==> config.mk <==
export PLATFORM = sky130hd
export DESIGN_NAME = ssl_cell
export DESIGN_NICKNAME = d
export VERILOG_FILES = /design/src/rtl/ssl_pkg.sv /design/src/rtl/ssl_cell.sv
export SDC_FILE = /design/constraint.sdc
export NUM_CORES = 1
export LEC_CHECK = 0
export ABC_AREA = 1
export BUFFER_PORTS_ARGS = -buffer_cell sky130_fd_sc_hd__buf_2
export CORE_MARGIN = 1
export CORE_UTILIZATION = 46
export DETAILED_ROUTE_END_ITERATION = 10
export MAX_ROUTING_LAYER = met4
export PLACE_DENSITY_LB_ADDON = 0.05
export RECOVER_POWER = 50
export SETUP_SLACK_MARGIN = 0.5
export SLEW_MARGIN = 25
export SYNTH_ARGS = -nofsm -noshare
export SYNTH_HDL_FRONTEND = slang
export SYNTH_SLANG_ARGS = --single-unit
==> constraint.sdc <==
create_clock -name i_clk -period 6.2 [get_ports i_clk]
set_clock_uncertainty 0.1 [all_clocks]
set_input_delay 1.24 -clock i_clk [delete_from_list [all_inputs] [get_ports i_clk]]
set_output_delay 1.24 -clock i_clk [all_outputs]
set_load 0.02 [all_outputs]
==> src/rtl/ssl_pkg.sv <==
// Shared types and constants for the shifting sequential list unit.
// Used by ssl_cell, shifting_sequential_list_unit and ssl_chk; no dependencies.
package ssl_pkg;

    localparam int CAP      = 64;
    localparam int CW       = $clog2(CAP + 1);
    localparam int IW       = $clog2(CAP);
    localparam int KW       = 32;
    localparam int PW       = 32;
    localparam int OPW      = 3;
    localparam int POSW     = 7;
    localparam int CNTW     = 7;
    localparam int PCW      = (CW > POSW) ? CW : POSW;
    localparam int IN_FW    = OPW + KW + PW + POSW;
    localparam int IN_TDW   = ((IN_FW + 7) / 8) * 8;
    localparam int OUT_FW   = 1 + KW + PW + CNTW + 1 + 1;
    localparam int OUT_TDW  = ((OUT_FW + 7) / 8) * 8;

    typedef enum logic [OPW-1:0] {
        OP_INS_END   = 3'd0,
        OP_INS_START = 3'd1,
        OP_INS_POS   = 3'd2,
        OP_REM_END   = 3'd3,
        OP_REM_START = 3'd4,
        OP_REM_POS   = 3'd5,
        OP_REM_KEY   = 3'd6,
        OP_CLEAR     = 3'd7
    } t_op;

    typedef enum logic [1:0] {
        M_NOP = 2'd0,
        M_INS = 2'd1,
        M_REM = 2'd2
    } t_mode;

    typedef struct packed {
        logic signed [KW-1:0] key;
        logic [PW-1:0]        payload;
    } t_rec;

    // Request token that walks the cell row, one cell per cycle.
    typedef struct packed {
        logic                 valid;
        t_mode                mode;
        logic                 bykey;
        logic                 okp;    // NOP: 1 = clear, 0 = rejected
        logic                 found;
        logic [CW-1:0]        pos;
        logic [CW-1:0]        cnt;    // count when the request started
        logic signed [KW-1:0] key;
        t_rec                 rec;    // carried record (insert ripple / removed record)
    } t_tok;

endpackage

==> src/rtl/ssl_cell.sv <==
// One storage cell of the shifting list: holds a record and a token stage.
// Depends on ssl_pkg.
module ssl_cell
    import ssl_pkg::*;
(
    input  logic          i_clk,
    input  logic          i_rst_n,
    input  logic [IW-1:0] i_index,
    input  t_tok          i_tok,
    input  t_rec          i_right,
    output t_tok          o_tok,
    output t_rec          o_rec
);

    t_rec          r_rec;
    t_rec          n_rec;
    t_tok          r_tok;
    t_tok          n_tok;
    logic [CW-1:0] idx;
    logic          in_rng;
    logic          ins_act;
    logic          hit;

    always_comb begin
        idx     = CW'(i_index);
        in_rng  = idx < i_tok.cnt;
        ins_act = (idx >= i_tok.pos) && (idx <= i_tok.cnt);
        hit     = !i_tok.found && in_rng &&
                  (i_tok.bykey ? (r_rec.key == i_tok.key) : (idx == i_tok.pos));
        n_rec   = r_rec;
        n_tok   = i_tok;
        if (i_tok.valid) begin
            case (i_tok.mode)
                M_INS: begin
                    if (ins_act) begin
                        n_rec     = i_tok.rec;
                        n_tok.rec = r_rec;
                    end
                end
                M_REM: begin
                    if (hit) begin
                        n_tok.rec   = r_rec;
                        n_tok.found = 1'b1;
                    end
                    if ((hit || i_tok.found) && in_rng) begin
                        n_rec = i_right;
                    end
                end
                default: begin
                end
            endcase
        end
    end

    always_ff @(posedge i_clk) begin
        r_rec <= n_rec;
    end

    always_ff @(posedge i_clk) begin
        if (!i_rst_n) begin
            r_tok <= '0;
        end else begin
            r_tok <= n_tok;
        end
    end

    assign o_tok = r_tok;
    assign o_rec = r_rec;

endmodule

==> impl_results.md <==
* H-tree depth at 4
* Leakage power at 6.16 nW
* Post-DRT Antenna Nets at 0
* Number of remaining DRC errors at 0
* Layout net count at 1932
* Met2 usage at 0.475
* Final period utilization at 0.699
* Post-CTS Repair Setup Buffers at 0
* I/O Pins at 368
* GR Util met3 at 0.0515
* Endpoint class of the critical path: flop
* TNS Setup at 0 ns
* Port bufs at 367
* Drt via density at ~5.1
* Critical path arrival at 4.58 ns
* Clk_lat worst skew at approximately 0.42 ns
* Worst Hold Class: reg2reg
* DR WL/cell at about 16 µm
* Vias in the first global route at between 9000 and 10000
* Netlist cell types at 23
* Mapped Avg Cell Area at between 7 and 8 µm²
* Initial Utilization at 0.469
* CTS Buffer Depth at 2
* Root Buffer: clkbuf_16
* Syn. warnings at 0
* GRT busiest layer: met2
* Core area at 0.0218 mm²
* Critical Path Source Type: primary input
* Total Power at about 3.1 mW
* Worst-Margin Slew at 3.09 ns
* Share of cells above drive strength 1 at 0.228
* Mapped cell area at 0.0102 mm²
* Cts bufs inserted at 17
* DPL Wire Length at 21000 µm
* Slew margin rel. at -1.06
* Placed insts at 1991
* Grt ovf at 0
* Final WS setup at 1.87 ns
* CTS tree: done
* Post-DP Area at 0.0121 mm²
* GRT met1 Usage at 0.365
* CP required at 6.45 ns
* RSZ-0062 raised after global routing: no
* DRT Pass-1 Iters at 6
* Clock transition at the registers of the reported paths at 0.07 ns
* DP Worst Slack at 2.24 ns
* VDD IR max at 0.149 mV
* Final setup viols at 0
* Hold Slack at 0.582 ns
* Syn-to-layout area delta at 21.4%
* Final Non-Filler Cells at 2029
* Post-layout util at 0.569
* Pwr dens at between 200 and 250 mW/mm²
* RD Place Congestion at 0.825
* Register area share after synthesis at 0.415
* Failing checks: capacitance limit, slew limit
* Row count at 54
* Cts hold-fix bufs at 0
* R2R Setup Slk at 3.29 ns
* Final period demand of the worst path at 4.33 ns
* Seq cells post-synth at 180
* Fmax at around 0.23 GHz
* Die width at 151 µm
* Largest net degree at the start of global routing at 91
* Total vias in the final route at 10263
* GRT Total Usage at 0.294
* Die Ht at 151 µm
* DRT iter0 DRCs at 670
* DIE AREA at between 0.02 and 0.025 mm²
* Total Wirelength at 33100 µm
* CP max FO at 69
* Final hold vios at 0
* Synth Instances at 1429
* First-pass GRT wire length at ~50000 µm
* CTS-repair resized insts at 0
* Outcome: finished with violations
* Type of the worst setup path: in2reg
* Fin. max-slew vios at 70
* Antenna violations before repair at 5
* Max Cap Violations at 1
* Syn nets at 1631
* Final instance area at 0.0124 mm²
* Number of clock sinks at 180
-- placed cells by master, fill, tap and decap left out, types with 2 or more instances in the layout --
master,instances
clkinv_2,2
buf_12,2
diode_2,6
nand2_1,362
ha_1,12
inv_6,4
nand3_2,10
clkbuf_16,17
buf_4,10
dfxtp_1,116
a21oi_1,10
nor2_4,2
nand4_1,2
edfxtp_1,64
clkbuf_1,151
inv_1,211
xnor2_1,26
o21ai_0,130
inv_2,56
clkinv_4,4
nor2_1,12
nand2_2,5
buf_2,217
nand3_1,248
clkinvlp_4,2
a21oi_2,59
-- per-layer routing --
layer  routed length, µm  part of all wire
met1               14000              0.42
met2               15600              0.47
met3                2630             0.080
met4                 830             0.025
met5                   0                 0
-- critical path: stages --
cell	delay (ns)
clkbuf_1	2.13
buf_4	0.75
o21ai_0	0.22
a21oi_2	0.18
-- sequential cells by signal, indices dropped and copies added (netlist names) --
| name | cells |
|---|---|
| o_tok | 116 |
| o_rec | 64 |
-- kinds of logic after synthesis --
kind of cell,Yosys count,synth area share
AO/OA/AOI/OAI,201,0.120
XOR/XNOR,26,0.0223
adder cells (fa/ha/maj),14,0.0171
buffers and inverters,364,0.151
flip-flops,180,0.415
AND/OR/NAND/NOR,644,0.275
-- synthesized netlist by cell type --
| cell | count | share of area |
|---|---|---|
| ha_1 | 14 | 0.017 |
| a21oi_2 | 59 | 0.051 |
| o21ai_0 | 130 | 0.064 |
| buf_6 | 19 | 0.021 |
| nand2_2 | 2 | 0.0012 |
| nand3_1 | 249 | 0.12 |
| a21o_1 | 1 | 0.00073 |
| nor3b_2 | 1 | 0.0012 |
| buf_1 | 11 | 0.0040 |
| edfxtp_1 | 64 | 0.19 |
| buf_2 | 23 | 0.011 |
| buf_4 | 1 | 0.00073 |
| dfxtp_1 | 116 | 0.23 |
| xnor2_1 | 26 | 0.022 |
| nand4_1 | 2 | 0.0012 |
| nor2_1 | 14 | 0.0051 |
| nand3_2 | 10 | 0.0098 |
| nor2_2 | 1 | 0.00061 |
| inv_2 | 56 | 0.021 |
| inv_1 | 211 | 0.077 |
| a21oi_1 | 11 | 0.0054 |
| clkbuf_1 | 43 | 0.016 |
| nand2_1 | 365 | 0.13 |
-- where the power goes --
part	switching (mW)	internal, mW	leakage [nW]
clock network	0.503	0.530	0.262
registers	0.0392	1.31	1.54
logic	0.479	0.215	4.36
-- cell type report --
class / count / area [µm²]
repair buffers: 379 / 1760
flip-flops and latches: 180 / 4240
clock buffers: 19 / 443
clock inverters: 13 / 98.8
multi-input cells: 885 / 4510
diodes: 6 / 15.0
inverters: 267 / 1000
fillers: 2161 / 9400
well taps: 280 / 350
-- path summary, 6_finish.rpt --
check	startpoint	to	cells past startpoint
setup / recovery	i_rst_n	o_tok[18]$_SDFF_PN0_	4
hold / removal	o_rec[0]$_DFFE_PP_	o_tok[0]$_SDFF_PN0_	4
setup reg to reg	o_rec[38]$_DFFE_PP_	o_rec[51]$_DFFE_PP_	12
hold reg to reg	o_rec[0]$_DFFE_PP_	o_tok[0]$_SDFF_PN0_	4
Power figures use the tool's default switching activity.
